--- src/rtl/u8e_pkg.sv ---
// ---------------------------------------------------------------------------
// u8e_pkg
// shared types and constants of the wide character to utf-8 encoder
// ---------------------------------------------------------------------------
package u8e_pkg;

   // surrogate ranges and code point limits
   localparam logic [31:0] HIGH_SURR_FIRST = 32'h0000_D800;
   localparam logic [31:0] HIGH_SURR_LAST  = 32'h0000_DBFF;
   localparam logic [31:0] LOW_SURR_FIRST  = 32'h0000_DC00;
   localparam logic [31:0] LOW_SURR_LAST   = 32'h0000_DFFF;
   localparam logic [31:0] MAX_CODE_POINT  = 32'h0010_FFFF;
   localparam logic [20:0] REPLACEMENT_CP  = 21'h00_FFFD;
   localparam logic [20:0] SUPP_BASE       = 21'h01_0000;

   // length class limits
   localparam logic [20:0] MAX_ONE_BYTE    = 21'h00_007F;
   localparam logic [20:0] MAX_TWO_BYTE    = 21'h00_07FF;
   localparam logic [20:0] MAX_THREE_BYTE  = 21'h00_FFFF;

   // utf-8 bytes of the replacement character
   localparam logic [7:0] REPL_BYTE0 = 8'hEF;
   localparam logic [7:0] REPL_BYTE1 = 8'hBF;
   localparam logic [7:0] REPL_BYTE2 = 8'hBD;
   localparam logic [1:0] REPL_LAST_IDX = 2'd2;

   // byte index codes within one code point
   localparam logic [1:0] IDX_FIRST = 2'd0;

   // lead and continuation prefixes
   localparam logic [2:0] LEAD2_TAG = 3'b110;
   localparam logic [3:0] LEAD3_TAG = 4'b1110;
   localparam logic [4:0] LEAD4_TAG = 5'b11110;
   localparam logic [1:0] CONT_TAG  = 2'b10;

   // one queued job: optional replacement prefix, then an optional code point
   typedef struct packed {
      logic        has_prefix;
      logic        has_main;
      logic [20:0] code_point;
   } job_type;

endpackage

--- src/rtl/u8e_front.sv ---
// ---------------------------------------------------------------------------
// u8e_front
// accepts wide units, pairs surrogates and issues encoding jobs
// ---------------------------------------------------------------------------
module u8e_front (
   input  logic              clock,
   input  logic              reset,
   input  logic              csr_wr_en,
   input  logic              csr_wr_data,
   input  logic              push,
   output logic              full,
   input  logic [31:0]       req_code_unit,
   input  logic              req_end_of_string,
   input  logic              job_full,
   output logic              job_push,
   output u8e_pkg::job_type  job_data
);

   logic       pair_ff, pair_in;
   logic       pending_ff, pending_in;
   logic [9:0] held_ff, held_in;

   logic       accept;
   logic       is_high;
   logic       is_low;
   logic       out_of_range;
   logic       pend;
   logic [20:0] plain_cp;
   logic [20:0] joined_cp;
   u8e_pkg::job_type job;
   logic       hold_new;

   // classify the incoming unit
   assign is_high = (req_code_unit >= u8e_pkg::HIGH_SURR_FIRST) &&
                    (req_code_unit <= u8e_pkg::HIGH_SURR_LAST);
   assign is_low  = (req_code_unit >= u8e_pkg::LOW_SURR_FIRST) &&
                    (req_code_unit <= u8e_pkg::LOW_SURR_LAST);
   assign out_of_range = req_code_unit > u8e_pkg::MAX_CODE_POINT;
   assign pend = pair_ff && pending_ff;

   assign plain_cp  = (is_high || is_low || out_of_range) ? u8e_pkg::REPLACEMENT_CP
                                                          : req_code_unit[20:0];
   assign joined_cp = u8e_pkg::SUPP_BASE + {1'b0, held_ff, req_code_unit[9:0]};

   assign accept = push && !job_full;
   assign full   = job_full;

   // build the job for this unit
   always_comb begin
      job.has_prefix = 1'b0;
      job.has_main   = 1'b1;
      job.code_point = plain_cp;
      hold_new       = 1'b0;
      if (!pair_ff) begin
         job.code_point = plain_cp;
      end else if (pend && is_low) begin
         job.code_point = joined_cp;
      end else begin
         job.has_prefix = pend;
         if (is_high && !req_end_of_string) begin
            job.has_main = 1'b0;
            hold_new     = 1'b1;
         end
      end
   end

   assign job_push = accept && (job.has_prefix || job.has_main);
   assign job_data = job;

   // held surrogate and mode register
   always_comb begin
      pair_in    = pair_ff;
      pending_in = pending_ff;
      held_in    = held_ff;
      if (csr_wr_en) begin
         pair_in    = csr_wr_data;
         pending_in = 1'b0;
         held_in    = '0;
      end else if (accept && pair_ff) begin
         pending_in = hold_new;
         held_in    = hold_new ? req_code_unit[9:0] : 10'd0;
      end
   end

   always_ff @(posedge clock) begin
      if (reset) begin
         pair_ff    <= 1'b1;
         pending_ff <= 1'b0;
         held_ff    <= '0;
      end else begin
         pair_ff    <= pair_in;
         pending_ff <= pending_in;
         held_ff    <= held_in;
      end
   end

endmodule

--- src/rtl/u8e_queue.sv ---
// ---------------------------------------------------------------------------
// u8e_queue
// short job queue between the front and the byte sequencer
// ---------------------------------------------------------------------------
module u8e_queue #(
   parameter int DEPTH = 4
) (
   input  logic              clock,
   input  logic              reset,
   input  logic              wr_en,
   input  u8e_pkg::job_type  wr_data,
   output logic              q_full,
   input  logic              rd_en,
   output u8e_pkg::job_type  rd_data,
   output logic              q_empty
);

   localparam int PTR_W = (DEPTH > 1) ? $clog2(DEPTH) : 1;
   localparam int CNT_W = $clog2(DEPTH + 1);

   u8e_pkg::job_type   mem_ff [DEPTH];
   logic [PTR_W-1:0]   wr_ptr_ff, wr_ptr_in;
   logic [PTR_W-1:0]   rd_ptr_ff, rd_ptr_in;
   logic [CNT_W-1:0]   count_ff, count_in;
   logic               do_wr;
   logic               do_rd;

   assign q_full  = count_ff == CNT_W'(DEPTH);
   assign q_empty = count_ff == '0;
   assign do_wr   = wr_en && !q_full;
   assign do_rd   = rd_en && !q_empty;
   assign rd_data = mem_ff[rd_ptr_ff];

   // pointer and fill count update
   always_comb begin
      wr_ptr_in = wr_ptr_ff;
      rd_ptr_in = rd_ptr_ff;
      count_in  = count_ff;
      if (do_wr) begin
         wr_ptr_in = (wr_ptr_ff == PTR_W'(DEPTH - 1)) ? '0 : wr_ptr_ff + PTR_W'(1);
      end
      if (do_rd) begin
         rd_ptr_in = (rd_ptr_ff == PTR_W'(DEPTH - 1)) ? '0 : rd_ptr_ff + PTR_W'(1);
      end
      if (do_wr && !do_rd) begin
         count_in = count_ff + CNT_W'(1);
      end else if (do_rd && !do_wr) begin
         count_in = count_ff - CNT_W'(1);
      end
   end

   always_ff @(posedge clock) begin
      if (reset) begin
         wr_ptr_ff <= '0;
         rd_ptr_ff <= '0;
         count_ff  <= '0;
      end else begin
         wr_ptr_ff <= wr_ptr_in;
         rd_ptr_ff <= rd_ptr_in;
         count_ff  <= count_in;
      end
   end

   // job storage
   always_ff @(posedge clock) begin
      if (do_wr) begin
         mem_ff[wr_ptr_ff] <= wr_data;
      end
   end

endmodule

--- src/rtl/u8e_back.sv ---
// ---------------------------------------------------------------------------
// u8e_back
// walks each job into the result register one utf-8 byte per cycle while the result register is free or popped
// ---------------------------------------------------------------------------
module u8e_back (
   input  logic              clock,
   input  logic              reset,
   input  logic              job_valid,
   input  u8e_pkg::job_type  job,
   output logic              job_pop,
   output logic              empty,
   input  logic              pop,
   output logic [7:0]        rsp_utf8_byte,
   output logic              rsp_last_of_run
);

   logic       out_valid_ff, out_valid_in;
   logic [7:0] byte_ff, byte_in;
   logic       last_ff, last_in;
   logic [1:0] idx_ff, idx_in;
   logic       pre_done_ff, pre_done_in;

   logic       in_prefix;
   logic [1:0] len_m1;
   logic [1:0] shift_sel;
   logic [5:0] six_bits;
   logic [7:0] prefix_byte;
   logic [7:0] main_byte;
   logic       job_end;
   logic       step_go;

   // length of the code point in bytes, minus one
   always_comb begin
      priority if (job.code_point <= u8e_pkg::MAX_ONE_BYTE) begin
         len_m1 = 2'd0;
      end else if (job.code_point <= u8e_pkg::MAX_TWO_BYTE) begin
         len_m1 = 2'd1;
      end else if (job.code_point <= u8e_pkg::MAX_THREE_BYTE) begin
         len_m1 = 2'd2;
      end else begin
         len_m1 = 2'd3;
      end
   end

   assign in_prefix = job.has_prefix && !pre_done_ff;

   // replacement character bytes
   always_comb begin
      unique case (idx_ff)
         2'd0:    prefix_byte = u8e_pkg::REPL_BYTE0;
         2'd1:    prefix_byte = u8e_pkg::REPL_BYTE1;
         default: prefix_byte = u8e_pkg::REPL_BYTE2;
      endcase
   end

   // continuation payload picked by remaining byte count
   assign shift_sel = len_m1 - idx_ff;
   always_comb begin
      unique case (shift_sel)
         2'd0:    six_bits = job.code_point[5:0];
         2'd1:    six_bits = job.code_point[11:6];
         default: six_bits = job.code_point[17:12];
      endcase
   end

   // lead or continuation byte of the code point
   always_comb begin
      if (idx_ff == u8e_pkg::IDX_FIRST) begin
         unique case (len_m1)
            2'd0:    main_byte = {1'b0, job.code_point[6:0]};
            2'd1:    main_byte = {u8e_pkg::LEAD2_TAG, job.code_point[10:6]};
            2'd2:    main_byte = {u8e_pkg::LEAD3_TAG, job.code_point[15:12]};
            default: main_byte = {u8e_pkg::LEAD4_TAG, job.code_point[20:18]};
         endcase
      end else begin
         main_byte = {u8e_pkg::CONT_TAG, six_bits};
      end
   end

   assign job_end = in_prefix ? ((idx_ff == u8e_pkg::REPL_LAST_IDX) && !job.has_main)
                              : (idx_ff == len_m1);
   assign step_go = job_valid && (!out_valid_ff || pop);
   assign job_pop = step_go && job_end;

   // sequencer and result register
   always_comb begin
      out_valid_in = out_valid_ff;
      byte_in      = byte_ff;
      last_in      = last_ff;
      idx_in       = idx_ff;
      pre_done_in  = pre_done_ff;
      if (step_go) begin
         out_valid_in = 1'b1;
         byte_in      = in_prefix ? prefix_byte : main_byte;
         last_in      = job_end;
         if (job_end) begin
            idx_in      = u8e_pkg::IDX_FIRST;
            pre_done_in = 1'b0;
         end else if (in_prefix && (idx_ff == u8e_pkg::REPL_LAST_IDX)) begin
            idx_in      = u8e_pkg::IDX_FIRST;
            pre_done_in = 1'b1;
         end else begin
            idx_in = idx_ff + 2'd1;
         end
      end else if (pop) begin
         out_valid_in = 1'b0;
      end
   end

   always_ff @(posedge clock) begin
      if (reset) begin
         out_valid_ff <= 1'b0;
         idx_ff       <= u8e_pkg::IDX_FIRST;
         pre_done_ff  <= 1'b0;
      end else begin
         out_valid_ff <= out_valid_in;
         idx_ff       <= idx_in;
         pre_done_ff  <= pre_done_in;
      end
   end

   always_ff @(posedge clock) begin
      byte_ff <= byte_in;
      last_ff <= last_in;
   end

   assign empty           = !out_valid_ff;
   assign rsp_utf8_byte   = byte_ff;
   assign rsp_last_of_run = last_ff;

endmodule

--- src/rtl/wide_char_to_utf8_encoder_core.sv ---
// ---------------------------------------------------------------------------
// wide_char_to_utf8_encoder_core
// wide unit to utf-8 byte encoder with surrogate pairing
// ---------------------------------------------------------------------------
//  channel  | ports                                        | transfer
//  ---------+----------------------------------------------+---------------------
//  input    | push, full, req_code_unit, req_end_of_string | push & !full
//  result   | empty, pop, rsp_utf8_byte, rsp_last_of_run   | !empty & pop
//  control  | csr_wr_en, csr_wr_data                       | csr_wr_en
//
// the front takes one unit per cycle while the job queue has room
// the byte sequencer emits one byte per cycle while the result side pops, so a unit
// yields 0 to 7 bytes (1 to 4 for an ordinary code point)
// synchronous reset empties the queue and result register, mode reverts to pairing
// a stalled result side fills the queue, then full rises and holds the input side
// ---------------------------------------------------------------------------
module wide_char_to_utf8_encoder_core #(
   parameter int QUEUE_DEPTH = 4
) (
   input  logic        clock,
   input  logic        reset,
   input  logic        csr_wr_en,
   input  logic        csr_wr_data,
   input  logic        push,
   output logic        full,
   input  logic [31:0] req_code_unit,
   input  logic        req_end_of_string,
   output logic        empty,
   input  logic        pop,
   output logic [7:0]  rsp_utf8_byte,
   output logic        rsp_last_of_run
);

   logic             q_full;
   logic             q_empty;
   logic             q_push;
   logic             q_pop;
   u8e_pkg::job_type q_wr_data;
   u8e_pkg::job_type q_rd_data;

   // unit classification and surrogate pairing
   u8e_front u_front (
      .clock             (clock),
      .reset             (reset),
      .csr_wr_en         (csr_wr_en),
      .csr_wr_data       (csr_wr_data),
      .push              (push),
      .full              (full),
      .req_code_unit     (req_code_unit),
      .req_end_of_string (req_end_of_string),
      .job_full          (q_full),
      .job_push          (q_push),
      .job_data          (q_wr_data)
   );

   // job queue
   u8e_queue #(
      .DEPTH (QUEUE_DEPTH)
   ) u_queue (
      .clock   (clock),
      .reset   (reset),
      .wr_en   (q_push),
      .wr_data (q_wr_data),
      .q_full  (q_full),
      .rd_en   (q_pop),
      .rd_data (q_rd_data),
      .q_empty (q_empty)
   );

   // byte sequencer
   u8e_back u_back (
      .clock           (clock),
      .reset           (reset),
      .job_valid       (!q_empty),
      .job             (q_rd_data),
      .job_pop         (q_pop),
      .empty           (empty),
      .pop             (pop),
      .rsp_utf8_byte   (rsp_utf8_byte),
      .rsp_last_of_run (rsp_last_of_run)
   );

endmodule

--- config.mk ---
export PLATFORM = sky130hd
export DESIGN_NAME = wide_char_to_utf8_encoder_core
export DESIGN_NICKNAME = d
export VERILOG_FILES = /design/src/rtl/u8e_pkg.sv /design/src/rtl/u8e_front.sv /design/src/rtl/u8e_queue.sv /design/src/rtl/u8e_back.sv /design/src/rtl/wide_char_to_utf8_encoder_core.sv
export SDC_FILE = /design/constraint.sdc
export NUM_CORES = 1
export LEC_CHECK = 0
export BUFFER_PORTS_ARGS = -buffer_cell sky130_fd_sc_hd__buf_2
export CAP_MARGIN = 20
export CORE_UTILIZATION = 59
export CTS_BUF_LIST = sky130_fd_sc_hd__clkbuf_8 sky130_fd_sc_hd__clkbuf_16
export DETAILED_ROUTE_END_ITERATION = 16
export PLACE_DENSITY = 0.79
export SETUP_SLACK_MARGIN = 0.5
export SYNTH_ARGS = -nofsm -noshare
export SYNTH_HDL_FRONTEND = slang
export SYNTH_HIERARCHICAL = 1
export SYNTH_SLANG_ARGS = --single-unit
--- constraint.sdc ---
create_clock -name clock -period 5.3 [get_ports clock]
set_input_delay 0.265 -clock clock [delete_from_list [all_inputs] [get_ports clock]]
set_output_delay 0.265 -clock clock [all_outputs]
set_load 0.02 [all_outputs]
---- Word level (Yosys, flattened, before mapping) ----
Memories as Yosys holds them, arrays and structs flattened. A register that Yosys moved wholly into a read port is not among the register bits.
Cells that the tools add are included.
word-level totals
  register bits after elaboration ......... 32
  bits in writable memories ............... 92
  bits of input ports ..................... 39
  output and inout bits ................... 11
  logic and storage cells ................. 107
  memories kept ........................... 1
cells by class
  $add $sub $neg .......................... 7
  magnitude comparators ................... 8
  equal/unequal tests ..................... 9
  muxes and demuxes ....................... 33
  reductions and logical operators ........ 38
memories
  memory          depth  bits a word  read ports  clocked after memory_dff  write ports  line             source
  u_queue.mem_ff  4      23           1           1                         1            u8e_queue.sv:21  u8e_pkg::job_type mem_ff [DEPTH];
operators by type and width
  cell                                                                  count
  greater-or-equal comparator 32 x 16 -> 1 bit (second input constant)  2
  less-or-equal comparator 32 x 16 -> 1 bit (second input constant)     2
  two-way mux 21 bit                                                    3
  > comparator 32 x 21 -> 1 bit (second input constant)                 1
  one-hot mux 8 bit (3 select lines)                                    1
  adder 17 x 20 -> 21 bit (first input constant)                        1
  less-or-equal comparator 21 x 11 -> 1 bit (second input constant)     1
  less-or-equal comparator 21 x 16 -> 1 bit (second input constant)     1
  less-or-equal comparator 21 x 7 -> 1 bit (second input constant)      1
  two-way mux 2 bit                                                     10
  logical AND 1 bit                                                     17
  two-way mux 8 bit                                                     2
  one-hot mux 7 bit (2 select lines)                                    1
  two-way mux 1 bit                                                     12
  one-hot mux 6 bit (2 select lines)                                    1
  two-way mux 10 bit                                                    1
  == test 2 bit (second input constant)                                 4
  zero test 1 bit                                                       8
  adder 2 x 1 -> 2 bit (second input constant)                          3
  == test 2 x 1 -> 1 bit (second input constant)                        3
  zero test 2 bit                                                       3
  two-way mux 3 bit                                                     2
  nonzero test 2 bit                                                    3
  logical OR 1 bit                                                      4
  8 further kinds                                                       8

---- Logic depth before layout (Yosys ltp) ----
Gate-level depths: netlist of the first run.
  word-level depth ........................ 13
  depth in mapped cells ................... 19

---- Cells and area by module ----
The synthesis of the first run kept the hierarchy.
modules (own cells, without submodules)
  module                          instances  cells an instance  area each (um^2)  sequential area each (um^2)
  u8e_queue                       1          170                3803.6            2942.8
  u8e_back                        1          134                1167.4            350.3
  u8e_front                       1          93                 850.8             240.2
  wide_char_to_utf8_encoder_core  1          1                  3.8               0.0

---- Least setup slack after synthesis of the first run ----
OpenSTA, ideal clock, no wires.
  path type ............................... flip-flop to flip-flop
  start ................................... reg with a tool-made name
  end ..................................... reg u_queue.count_ff[2]
  setup time .............................. 0.070 ns
  arrival ................................. 4.680 ns
  required time ........................... 5.230 ns
  setup slack ............................. 0.550 ns
  cell stages (with the launch flop) ...... 20
  period minus slack after synthesis ...... 4.750 ns
  path through ............................ dfxtp_1 -> buf_2 -> buf_4 -> mux4_2 -> or4_1 -> o311a_1 -> ha_1 -> clkbuf_1 -> clkbuf_1 -> nand2_1 -> nor3_2 -> nor3b_1 -> nor2_1 -> o31ai_2 -> ha_1 -> inv_1 -> fa_1 -> xor2_1 -> or3_2 -> a21oi_1
RTL lines
  element                 line             source
  end signal: assignment  u8e_queue.sv:60  count_ff <= count_in;
  end: declaration        u8e_queue.sv:24  logic [CNT_W-1:0] count_ff, count_in;

==> results of run 1 <==
==> stage by stage <==
stage | hold WS [ns] | cells | worst slack (ns) | total power (uW) | instance area, sq um
finish | 0.0470 | 605 | 0.816 | 3010 | 6900
global route | 0.0344 | 605 | 0.595 | 3130 | 6900
CTS | 0.0256 | 605 | 0.620 | 3010 | 6890
detailed placement | 0.457 | 560 | 0.477 | 1840 | 6150
global placement | 0.457 | 560 | 0.655 | 1820 | 6150
floorplan | 0.327 | 398 | 0.550 | 1680 | 5830
==> area by class of cell <==
class	count	area (sq um)
Sequential cell	126	3540
Clock buffer	20	489
Clock inverter	12	118
Tap cell	129	161
Multi-Input combinational cell	233	2110
Inverter	19	78.8
Timing Repair Buffer	66	405
Fill cell	547	2520
==> what timing repair did <==
item                                   CTS  global route
resized for setup                        1             3
endpoints found under the hold margin   11             0
cloned                                   0             0
setup endpoints to repair                1             1
hold buffers                            13             0
==> worst min-delay path, cell delays in order <==
cell and delay (ns):
sky130_fd_sc_hd__buf_2 0.09, sky130_fd_sc_hd__nor2b_1 0.04, sky130_fd_sc_hd__nor2_1 0.08, sky130_fd_sc_hd__nor2_1 0.05
==> flip-flops by register name (all words and copies together) (netlist names), named ones only <==
signal and count:
u_queue/mem_ff 92, u_front/held_ff 10, u_back/rsp_utf8_byte 8, u_queue/count_ff 3, u_back/idx_ff 2, u_queue/rd_ptr_ff 2, u_queue/wr_ptr_ff 2, u_back/out_valid_ff 1
u_back/pre_done_ff 1, u_back/rsp_last_of_run 1, u_front/pair_ff 1, u_front/pending_ff 1
==> power groups by stage <==
stage	Clock [uW]	Combinational, uW	Sequential (uW)
after detailed placement	0	549	1290
after global placement	0	537	1280
after floorplan	0	381	1300
after CTS	1180	564	1270
after global routing	1220	623	1280
final	1170	566	1270
==> cell families (layout without fill, tap and decap cells) <==
group	Yosys count	count (layout)	share of synthesized area [%]
flops	126	126	60.7
compound gates	80	80	10.9
buf+inv	39	117	3.26
xor+xnor	6	6	0.902
simple gates	106	106	11.6
mux	28	28	9.75
fa+ha+maj	13	13	2.92
==> path summary, 6_finish.rpt <==
kind	endpoint	cells past startpoint
worst max-delay path	u_queue/count_ff[2]	15
worst min-delay path	u_back/out_valid_ff	4
worst max register to register	u_queue/count_ff[2]	15
worst min register to register	u_front/pending_ff	2
==> synth_stat cells, types with 3 or more instances <==
library cell / instances / share of area (%)
sky130_fd_sc_hd__nand4_1: 4 / 0.43
sky130_fd_sc_hd__o21ai_1: 5 / 0.43
sky130_fd_sc_hd__o22a_1: 6 / 0.90
sky130_fd_sc_hd__mux2i_1: 5 / 0.86
sky130_fd_sc_hd__and3_2: 4 / 0.52
sky130_fd_sc_hd__dfxtp_1: 25 / 8.6
sky130_fd_sc_hd__nand2b_1: 14 / 1.5
sky130_fd_sc_hd__buf_4: 3 / 0.39
sky130_fd_sc_hd__nand3_1: 7 / 0.60
sky130_fd_sc_hd__xor2_1: 4 / 0.60
sky130_fd_sc_hd__nand2_1: 20 / 1.3
sky130_fd_sc_hd__edfxtp_1: 101 / 52
sky130_fd_sc_hd__a311oi_1: 3 / 0.45
sky130_fd_sc_hd__a222oi_1: 4 / 0.69
sky130_fd_sc_hd__and2_1: 4 / 0.43
sky130_fd_sc_hd__o31ai_1: 3 / 0.39
sky130_fd_sc_hd__nor3_1: 7 / 0.60
sky130_fd_sc_hd__nor4_4: 3 / 1.1
sky130_fd_sc_hd__o21a_1: 3 / 0.39
sky130_fd_sc_hd__clkbuf_1: 10 / 0.64
sky130_fd_sc_hd__nor2_1: 13 / 0.84
sky130_fd_sc_hd__o21ai_0: 8 / 0.69
sky130_fd_sc_hd__a21oi_1: 9 / 0.77
sky130_fd_sc_hd__mux4_2: 23 / 8.9
sky130_fd_sc_hd__a22o_1: 10 / 1.5
sky130_fd_sc_hd__buf_6: 3 / 0.58
sky130_fd_sc_hd__inv_1: 17 / 1.1
sky130_fd_sc_hd__ha_1: 12 / 2.6
sky130_fd_sc_hd__nor2b_1: 4 / 0.43
==> routing by layer <==
metal | track usage (%) | vias to the layer above | wire length [um]
met5 | 0 | - | 0
met4 | 10.7 | 0 | 286
met3 | 7.18 | 24 | 925
met2 | 41.7 | 193 | 6040
met1 | 36.3 | 1839 | 5280
li1 | - | 1709 | -
==> load_flow_metrics.sql, run 1 <==
INSERT INTO impl_metrics (metric_group, metric, value, unit) VALUES
('clock_tree', 'htree_num_levels', '4', ''),
('yosys', 'synth-main-ff-cell', 'sky130_fd_sc_hd__edfxtp_1', ''),
('pwr', 'pwr-share-seq', '42.2', '%'),
('clock_tree', 'cts_max_path_buffers', '2', ''),
('yosys', 'ys_types', '79', ''),
('clock_tree', 'path_clk_slew', '0.06', 'ns'),
('pwr', 'internal-power', '2130', 'uW'),
('finish', 'finalNetCount', '515', ''),
('timing', 'achievable-frequency', '223', 'MHz'),
('routing', 'detailedRoute.firstPassIterationCount', '4', ''),
('critical_path', 'crit_path_max_incr_delay', '0.57', 'ns'),
('min_path', 'min-delay-start', 'pop', ''),
('global_routing', 'number_of_antenna_violations_at_the_first_check_in_global_routing', '0', ''),
('critical_path', 'critPathArrivalTime', '4.92', 'ns'),
('global_routing', 'largest_net_degree_at_the_start_of_global_routing', '24', ''),
('timing', 'timing.clock.skew', '0.0105', 'ns'),
('routing', 'routedWlPerCell', '20.7', 'um'),
('clock_tree', 'worst_skew_pair.late_latency', '0.52', 'ns'),
('pwr', 'switching_share', '29.3', '%'),
('critical_path', 'critical-path-top-delay-family', 'simple AND/OR/NAND/NOR gates', ''),
('pwr', 'reported_net_switching_power', '882', 'uW'),
('routing', 'routed_wirelength', '12500', 'um'),
('outcome', 'run_status', 'finished, final reports clean', ''),
('min_path', 'min-delay-path-class', 'in2reg', ''),
('floorplanning', 'initial_util', '61.9', '%'),
('floorplanning', 'chipHeight', '101', 'um'),
('routing', 'initialDrtViolationCount', '344', ''),
('timing', 'worst-slew-pin-transition', '0.778', 'ns'),
('clock_tree', 'cts_buffers', '17', ''),
('yosys', 'yosys_warnings', '6', ''),
('timing', 'number_of_failing_setup_endpoints_in_the_final_timing_report', '0', ''),
('flow_run', 'drv.max_cap_violation_count', '0', ''),
('critical_path', 'worst_path_max_delay_cell', 'sky130_fd_sc_hd__mux4_2', ''),
('clock_tree', 'cts_root_buf', 'sky130_fd_sc_hd__clkbuf_8', ''),
('timing', 'grt_setup_unrepaired', 'false', ''),
('placed_design', 'gpl.final_weighted_congestion', '0.908', ''),
('routing', 'viasPerCell', '6.22', ''),
('floorplanning', 'floorplan.die.width', '101', 'um'),
('finish', 'utilization', '73.3', '%'),
('pwr', 'power.ir.vdd_worst', '0.000416', 'V'),
('yosys', 'synth_fp_nets', '450', ''),
('clock_tree', 'clock_sink_count', '126', ''),
('critical_path', 'timing.critical_path.from_type', 'register', ''),
('timing', 'finalHoldViolations', '0', ''),
('critical_path', 'cp.required', '5.74', 'ns'),
('placed_design', 'port_buffers', '49', ''),
('pwr', 'p_comb_share', '18.8', '%'),
('critical_path', 'worstPathBufferInverterCount', '1', ''),
('pwr', 'static-leakage-power', '0.00230', 'uW'),
('global_routing', 'grt_remaining_overflow', '0', ''),
('finish', 'layout_commonest_cell', 'sky130_fd_sc_hd__edfxtp_1', ''),
('routing', 'post-route-drc-count', '0', ''),
('global_routing', 'grtUsageTotal', '26.8', '%'),
('pwr', 'power-per-cell-area', '436', 'nW/um^2'),
('yosys', 'seq_area_frac_synth', '60.7', '%'),
('floorplanning', 'design.core.area', '9420', 'sq um'),
('finish', 'num_antenna_cells', '0', ''),
('placed_design', 'dpl.hpwl', '8000', 'um'),
('floorplanning', 'boundaryPins', '50', ''),
('floorplanning', 'fp.dieArea', '10300', 'sq um'),
('routing', 'number_of_vias_after_detailed_routing', '3765', ''),
('yosys', 'synth_seq_cells', '126', ''),
('timing', 'slew_viol_final', '0', ''),
('critical_path', 'largest_driver_fanout_on_the_critical_path', '9', ''),
('pwr', 'clock_power_share', '39.0', '%'),
('critical_path', 'worstPathCellList', 'mux4_2, or4_1, o311a_1, ha_1, nand2_1, nor3_2, nor3b_2, nor2_1, o31ai_2, ha_1, inv_1, fa_1, xor2_1, or3_2, a21oi_1', ''),
('routing', 'postRouteAntennaNets', '0', ''),
('clock_tree', 'postCtsSetupRepairBufs', '0', ''),
('critical_path', 'critPathKind', 'reg2reg', ''),
('finish', 'synthToLayoutAreaGrowth', '18.4', '%'),
('critical_path', 'cell_occurring_most_often_along_the_worst_timing_path', 'sky130_fd_sc_hd__ha_1', '');
No activity file was read; power rests on OpenSTA's default activity.
==> run 2, diff against run 1 <==
==> constraint.sdc (replaced) <==
create_clock -name clock -period 4.5 [get_ports clock]
set_input_delay 0.225 -clock clock [delete_from_list [all_inputs] [get_ports clock]]
set_output_delay 0.225 -clock clock [all_outputs]
set_load 0.02 [all_outputs]
==> load_flow_metrics.sql, run 2 (same netlist as run 1, synthesis figures left out) <==
INSERT INTO impl_metrics (metric_group, metric, value, unit) VALUES
('floorplanning', 'chipHeight', '101', 'um'),
('clock_tree', 'path_clk_slew', '0.06', 'ns'),
('routing', 'viasPerCell', '6.29', ''),
('critical_path', 'crit_path_max_incr_delay', '0.56', 'ns'),
('finish', 'seq_area', '3540', 'sq um'),
('floorplanning', 'core.rowCount', '35', ''),
('clock_tree', 'cts_max_path_buffers', '2', ''),
('clock_tree', 'worst_skew_pair.late_latency', '0.52', 'ns'),
('timing', 'slew-limit-headroom', '49.0', '%'),
('critical_path', 'rr_worst_depth', '15', ''),
('timing', 'timing.clock.skew', '0.0139', 'ns'),
('finish', 'layout_filler_cell_count', '550', ''),
('finish', 'most_flops_register', 'u_queue/mem_ff', ''),
('placed_design', 'dpl.hpwl', '7860', 'um'),
('routing', 'postRouteAntennaNets', '0', ''),
('pwr', 'p_comb_share', '20.7', '%'),
('critical_path', 'timing.critical_path.from_type', 'register', ''),
('critical_path', 'cp.required', '4.95', 'ns'),
('placed_design', 'gpl.final_weighted_congestion', '0.970', ''),
('clock_tree', 'htree_num_levels', '4', ''),
('clock_tree', 'cts_root_buf', 'sky130_fd_sc_hd__clkbuf_8', ''),
('critical_path', 'largest_driver_fanout_on_the_critical_path', '6', ''),
('pwr', 'switching_share', '30.7', '%'),
('finish', 'synthToLayoutAreaGrowth', '20.1', '%'),
('pwr', 'power-per-cell-area', '489', 'nW/um^2'),
('finish', 'largest_reg_flops', '92', ''),
('pwr', 'power.ir.vdd_worst', '0.000327', 'V'),
('critical_path', 'worstSetupPathDepth', '15', ''),
('min_path', 'min-delay-path-class', 'in2reg', ''),
('critical_path', 'critical-path-top-delay-family', 'simple AND/OR/NAND/NOR gates', ''),
('critical_path', 'worstPathBufferInverterCount', '1', ''),
('min_path', 'min-delay-start', 'csr_wr_en', ''),
('placed_design', 'dp_worst_setup_slack', '0.143', 'ns'),
('routing', 'initialDrtViolationCount', '319', ''),
('timing', 'number_of_failing_setup_endpoints_in_the_final_timing_report', '0', ''),
('critical_path', 'worst_r2r_endpoint', 'u_queue/count_ff[2]', ''),
('global_routing', 'first_global_vias', '3716', ''),
('finish', 'multiInputGateArea', '2180', 'sq um'),
('floorplanning', 'floorplan.die.width', '101', 'um'),
('pwr', 'static-leakage-power', '0.00234', 'uW'),
('timing', 'grt_setup_unrepaired', 'true', ''),
('routing', 'routedWlPerCell', '20.5', 'um'),
('critical_path', 'critical_path_capture_point_type', 'register', ''),
('routing', 'post-route-drc-count', '0', ''),
('global_routing', 'grt_first_pass_wirelength', '19400', 'um'),
('placed_design', 'dpl_cell_area', '6180', 'sq um'),
('clock_tree', 'clock_sink_count', '126', ''),
('pwr', 'pwr-share-seq', '43.9', '%'),
('critical_path', 'worstPathCellList', 'mux4_2, or4_4, o311a_4, ha_4, nand2_4, nor3_2, nor3b_2, nor2_2, o31ai_4, ha_2, inv_2, fa_2, xor2_1, or3_4, a21oi_2', ''),
('finish', 'post_route_cells_drive_above_1_share', '32.7', '%'),
('routing', 'routed_wirelength', '12700', 'um'),
('min_path', 'min_delay_path_depth', '3', ''),
('global_routing', 'grt_remaining_overflow', '0', ''),
('timing', 'worst-slew-pin-transition', '0.764', 'ns'),
('pwr', 'clock_power_share', '35.4', '%'),
('finish', 'final_cell_area', '7000', 'sq um'),
('min_path', 'min_delay_worst_endpoint', 'u_front/pending_ff', ''),
('finish', 'finalNetCount', '528', ''),
('critical_path', 'critPathKind', 'reg2reg', ''),
('finish', 'layout_commonest_cell', 'sky130_fd_sc_hd__edfxtp_1', ''),
('timing', 'timing.final.crit_share', '87.8', '%'),
('floorplanning', 'boundaryPins', '50', ''),
('clock_tree', 'tritoncts', 'built', ''),
('clock_tree', 'cts_buffers', '17', ''),
('pwr', 'internal-power', '2370', 'uW'),
('timing', 'final_tns_setup', '0', 'ns'),
('outcome', 'run_status', 'finished, final reports clean', ''),
('finish', 'layout.cells.most_common_list', 'sky130_fd_sc_hd__edfxtp_1 (101), sky130_fd_sc_hd__buf_2 (49), sky130_fd_sc_hd__dfxtp_1 (24)', ''),
('critical_path', 'r2r_slack', '0.55', 'ns'),
('critical_path', 'worst_path_max_delay_cell', 'sky130_fd_sc_hd__or4_4', ''),
('placed_design', 'port_buffers', '49', ''),
('routing', 'number_of_vias_after_detailed_routing', '3885', ''),
('global_routing', 'largest_net_degree_at_the_start_of_global_routing', '24', ''),
('finish', 'num_antenna_cells', '0', ''),
('flow_run', 'drv.max_cap_violation_count', '0', ''),
('timing', 'slew_viol_final', '0', ''),
('timing', 'setup_ws', '0.547', 'ns'),
('timing', 'achievable-frequency', '253', 'MHz'),
('timing', 'finalHoldViolations', '0', ''),
('timing', 'fin_crit', '3.95', 'ns'),
('floorplanning', 'fp.dieArea', '10300', 'sq um'),
('routing', 'detailedRoute.firstPassIterationCount', '5', ''),
('pwr', 'reported_net_switching_power', '1050', 'uW'),
('floorplanning', 'initial_util', '61.9', '%'),
('global_routing', 'grtUsageTotal', '26.4', '%'),
('critical_path', 'critPathArrivalTime', '4.41', 'ns'),
('timing', 'final.hold.worst_slack', '0.0398', 'ns'),
('floorplanning', 'design.core.area', '9420', 'sq um'),
('global_routing', 'number_of_antenna_violations_at_the_first_check_in_global_routing', '0', '');
## run 2: per-stage QoR
stage                     cells  total power (uW)  util, %
final                       618              3420     74.3
after floorplan             398              2010        -
after detailed placement    562              2170     65.7
after global routing        618              3560     74.3
after CTS                   614              3410     73.7
after global placement      562              2150     65.7
## run 2: tightest hold or removal path, delay by kind of cell
family,cells,cell delay [ns]
simple gates,1,0.06
compound gates,1,0.12
buf+inv,1,0.10
## run 2: worst max path at each step
stage                         from  slack, ns                   to
after floorplan           register       0.08  u_queue/count_ff[2]
after global placement    register       0.31  u_queue/count_ff[2]
after detailed placement  register       0.14  u_queue/count_ff[2]
after CTS                 register       0.52  u_queue/count_ff[2]
after global routing      register       0.44  u_queue/count_ff[2]
final                     register       0.55  u_queue/count_ff[2]
## run 2: repair_timing
item,CTS,global route
hold buffers,14,0
pin swaps,6,6
endpoints found under the hold margin,12,0
gates resized for setup,7,5
endpoints found under the setup margin,2,1
setup buffers,6,4
## run 2: area by class of cell
cell class,instances,share of cell area [%]
Clock inverter,15,1.63
Tap cell,129,2.31
Clock buffer,17,5.92
Multi-Input combinational cell,233,31.2
Timing Repair Buffer,79,7.33
Sequential cell,126,50.5
Inverter,19,1.13
## run 2: power groups by stage
stage	logic [uW]	clock network [uW]	registers [uW]
2_1_floorplan	477	0	1530
3_3_place_gp	643	0	1510
3_5_place_dp	659	0	1510
4_1_cts	691	1220	1500
5_1_grt	777	1260	1520
6_report	709	1210	1500
## run 2: per-layer routing
layer / GRT usage, % / vias to the layer above / share of wire [%]
li1: - / 1740 / -
met1: 32.8 / 1896 / 41
met2: 45.1 / 215 / 50
met3: 5.80 / 34 / 6.2
met4: 10.8 / 0 / 2.5
met5: 0 / - / 0
==> run 3, diff against run 2 <==
--- a/config.mk
+++ b/config.mk
@@ -7,10 +7,10 @@
 export LEC_CHECK = 0
 export BUFFER_PORTS_ARGS = -buffer_cell sky130_fd_sc_hd__buf_2
 export CAP_MARGIN = 20
-export CORE_UTILIZATION = 59
+export CORE_UTILIZATION = 55
 export CTS_BUF_LIST = sky130_fd_sc_hd__clkbuf_8 sky130_fd_sc_hd__clkbuf_16
 export DETAILED_ROUTE_END_ITERATION = 16
-export PLACE_DENSITY = 0.79
+export PLACE_DENSITY = 0.74
 export SETUP_SLACK_MARGIN = 0.5
 export SYNTH_ARGS = -nofsm -noshare
 export SYNTH_HDL_FRONTEND = slang
==> constraint.sdc (replaced) <==
create_clock -name clock -period 4.5 [get_ports clock]
set_input_delay 1.35 -clock clock [delete_from_list [all_inputs] [get_ports clock]]
set_output_delay 1.35 -clock clock [all_outputs]
set_load 0.02 [all_outputs]
==> load_flow_metrics.sql, run 3 (same netlist as run 1, synthesis figures left out) <==
INSERT INTO impl_metrics (metric_group, metric, value, unit) VALUES
('outcome', 'run_status', 'finished, final reports clean', ''),
('finish', 'largest_reg_flops', '92', ''),
('finish', 'finalNetCount', '519', ''),
('clock_tree', 'worst_skew_pair.late_latency', '0.51', 'ns'),
('flow_run', 'drv.max_cap_violation_count', '0', ''),
('global_routing', 'grt_remaining_overflow', '0', ''),
('floorplanning', 'initial_util', '56.7', '%'),
('critical_path', 'critPathKind', 'reg2reg', ''),
('global_routing', 'first_global_vias', '3591', ''),
('global_routing', 'grtUsageMet3', '5.05', '%'),
('timing', 'final_tns_setup', '0', 'ns'),
('timing', 'grt_setup_unrepaired', 'true', ''),
('critical_path', 'cp.required', '4.94', 'ns'),
('floorplanning', 'fp.dieArea', '11000', 'sq um'),
('floorplanning', 'boundaryPins', '50', ''),
('timing', 'timing.final.crit_share', '86.8', '%'),
('timing', 'setup_ws', '0.592', 'ns'),
('floorplanning', 'floorplan.die.width', '105', 'um'),
('global_routing', 'globalRoute.busiestLayer', 'met2', ''),
('critical_path', 'critical_path_capture_point_type', 'register', ''),
('pwr', 'power-per-cell-area', '534', 'nW/um^2'),
('routing', 'number_of_vias_after_detailed_routing', '3739', ''),
('routing', 'detailedRoute.firstPassIterationCount', '5', ''),
('placed_design', 'gpl.final_weighted_congestion', '0.936', ''),
('timing', 'fin_crit', '3.91', 'ns'),
('critical_path', 'critPathArrivalTime', '4.35', 'ns'),
('routing', 'initialDrtViolationCount', '382', ''),
('routing', 'post-route-drc-count', '0', ''),
('global_routing', 'largest_net_degree_at_the_start_of_global_routing', '24', ''),
('min_path', 'min-delay-path-class', 'reg2reg', ''),
('finish', 'layout.cells.most_common_list', 'sky130_fd_sc_hd__edfxtp_1 (101), sky130_fd_sc_hd__buf_2 (49), sky130_fd_sc_hd__dfxtp_1 (24)', ''),
('pwr', 'static-leakage-power', '0.00236', 'uW'),
('timing', 'number_of_failing_setup_endpoints_in_the_final_timing_report', '0', ''),
('critical_path', 'crit_path_max_incr_delay', '0.54', 'ns'),
('timing', 'worst-slew-pin-transition', '0.753', 'ns'),
('pwr', 'internal-power', '2740', 'uW'),
('floorplanning', 'design.core.area', '10300', 'sq um'),
('placed_design', 'port_buffers', '49', ''),
('clock_tree', 'cts_root_buf', 'sky130_fd_sc_hd__clkbuf_8', ''),
('global_routing', 'number_of_antenna_violations_at_the_first_check_in_global_routing', '0', ''),
('placed_design', 'dp_worst_setup_slack', '0.196', 'ns'),
('clock_tree', 'htree_num_levels', '4', ''),
('finish', 'layout_commonest_cell', 'sky130_fd_sc_hd__edfxtp_1', ''),
('timing', 'slew-limit-headroom', '49.7', '%'),
('pwr', 'clock_power_share', '41.7', '%'),
('critical_path', 'timing.critical_path.from_type', 'register', ''),
('timing', 'finalHoldViolations', '0', ''),
('timing', 'achievable-frequency', '256', 'MHz'),
('finish', 'final_cell_area', '7030', 'sq um'),
('global_routing', 'met1_usage', '29.8', '%'),
('finish', 'layout_filler_cell_count', '676', ''),
('finish', 'post_route_cells_drive_above_1_share', '33.8', '%'),
('clock_tree', 'tritoncts', 'built', ''),
('finish', 'most_flops_register', 'u_queue/mem_ff', ''),
('global_routing', 'grt_util_met2', '39.3', '%'),
('routing', 'postRouteAntennaNets', '0', ''),
('pwr', 'power.ir.vdd_worst', '0.000301', 'V'),
('global_routing', 'grt_first_pass_wirelength', '19100', 'um'),
('critical_path', 'worst_path_max_delay_cell', 'sky130_fd_sc_hd__mux4_2', ''),
('placed_design', 'dpl_cell_area', '6210', 'sq um'),
('pwr', 'pwr-share-seq', '39.9', '%'),
('floorplanning', 'chipHeight', '105', 'um'),
('global_routing', 'grtUsageTotal', '23.4', '%'),
('timing', 'timing.clock.skew', '0.00703', 'ns'),
('finish', 'synthToLayoutAreaGrowth', '20.7', '%'),
('pwr', 'p_comb_share', '18.3', '%'),
('pwr', 'switching_share', '26.9', '%'),
('critical_path', 'worstPathCellList', 'mux4_2, or4_1, o311a_1, ha_4, nand2_2, nor3_2, nor3b_4, nor2_2, o31ai_4, ha_2, inv_2, fa_2, xor2_1, or3_4, a21oi_2', ''),
('timing', 'slew_viol_final', '0', ''),
('pwr', 'reported_net_switching_power', '1010', 'uW'),
('routing', 'routedWlPerCell', '20.1', 'um'),
('clock_tree', 'holdBufCountCts', '0', ''),
('clock_tree', 'path_clk_slew', '0.06', 'ns'),
('routing', 'viasPerCell', '6.07', ''),
('clock_tree', 'clock_sink_count', '126', ''),
('finish', 'num_antenna_cells', '0', ''),
('routing', 'routed_wirelength', '12400', 'um'),
('placed_design', 'dpl.hpwl', '8200', 'um'),
('clock_tree', 'cts_max_path_buffers', '2', ''),
('floorplanning', 'core.rowCount', '37', ''),
('critical_path', 'largest_driver_fanout_on_the_critical_path', '6', ''),
('clock_tree', 'cts_buffers', '17', '');
[run 3: changes by cell type in the layout (fill, tap and decap cells not counted), moves of 2 or more]
cell	delta
sky130_fd_sc_hd__inv_4	-2
sky130_fd_sc_hd__buf_4	+5
sky130_fd_sc_hd__bufinv_16	+7
sky130_fd_sc_hd__dlygate4sd3_1	-14
sky130_fd_sc_hd__clkinvlp_4	-2
[run 3: what timing repair did]
item | 4_1_cts | 5_1_grt
buffers inserted | 7 | 6
pin swaps | 4 | 4
hold endpoints to repair | 0 | 0
resized for setup | 3 | 5
setup endpoints to repair | 2 | 1
[run 3: cell type report]
class	count	area (sq um)	area share [%]
clock buffers	17	414	5.89
flip-flops and latches	126	3540	50.3
repair buffers	70	407	5.78
multi-input cells	233	2160	30.7
well taps	136	170	2.42
inverters	19	78.8	1.12
clock inverters	15	267	3.79
[run 3: critical path, delay by kind of cell, from the launching register on]
family / cells / cell delay, ns
and+or+nand+nor: 6 / 1.29
adders and majority gates: 3 / 0.83
AOI/OAI and AO/OA: 3 / 0.55
muxes: 1 / 0.54
DFF: 1 / 0.40
xor gates and xnor gates: 1 / 0.18
buffers and inverters: 1 / 0.04
[run 3: metrics by stage]
stage	utilization (%)	cells	hold slack [ns]	total power [uW]
after floorplan	-	398	0.439	2010
after global placement	60.4	571	0.463	2150
after detailed placement	60.4	571	0.480	2170
after CTS	67.8	610	0.493	3750
after global routing	68.4	616	0.513	3890
final	68.4	616	0.492	3750
[run 3: power groups by stage]
stage	Combinational [uW]	Sequential (uW)	Clock, uW
2_1_floorplan	477	1530	0
3_3_place_gp	642	1510	0
3_5_place_dp	653	1510	0
4_1_cts	672	1500	1580
5_1_grt	745	1510	1630
6_report	688	1500	1570
[run 3: final timing paths]
| check | from | endpoint | slack (ns) | depth (start not counted) |
|---|---|---|---|---|
| max | register | u_queue/count_ff[2] | 0.59 | 15 |
| min | u_front/pending_ff | u_front/pending_ff | 0.49 | 2 |
| max reg2reg | register | u_queue/count_ff[2] | 0.59 | 15 |
| min reg2reg | u_front/pending_ff | u_front/pending_ff | 0.49 | 2 |
[run 3: layer usage]
metal | routed length, um | vias to the layer above
met1 | 5190 | 1838
met2 | 6210 | 165
li1 | - | 1718
met4 | 182 | 0
met5 | 0 | -
met3 | 782 | 18
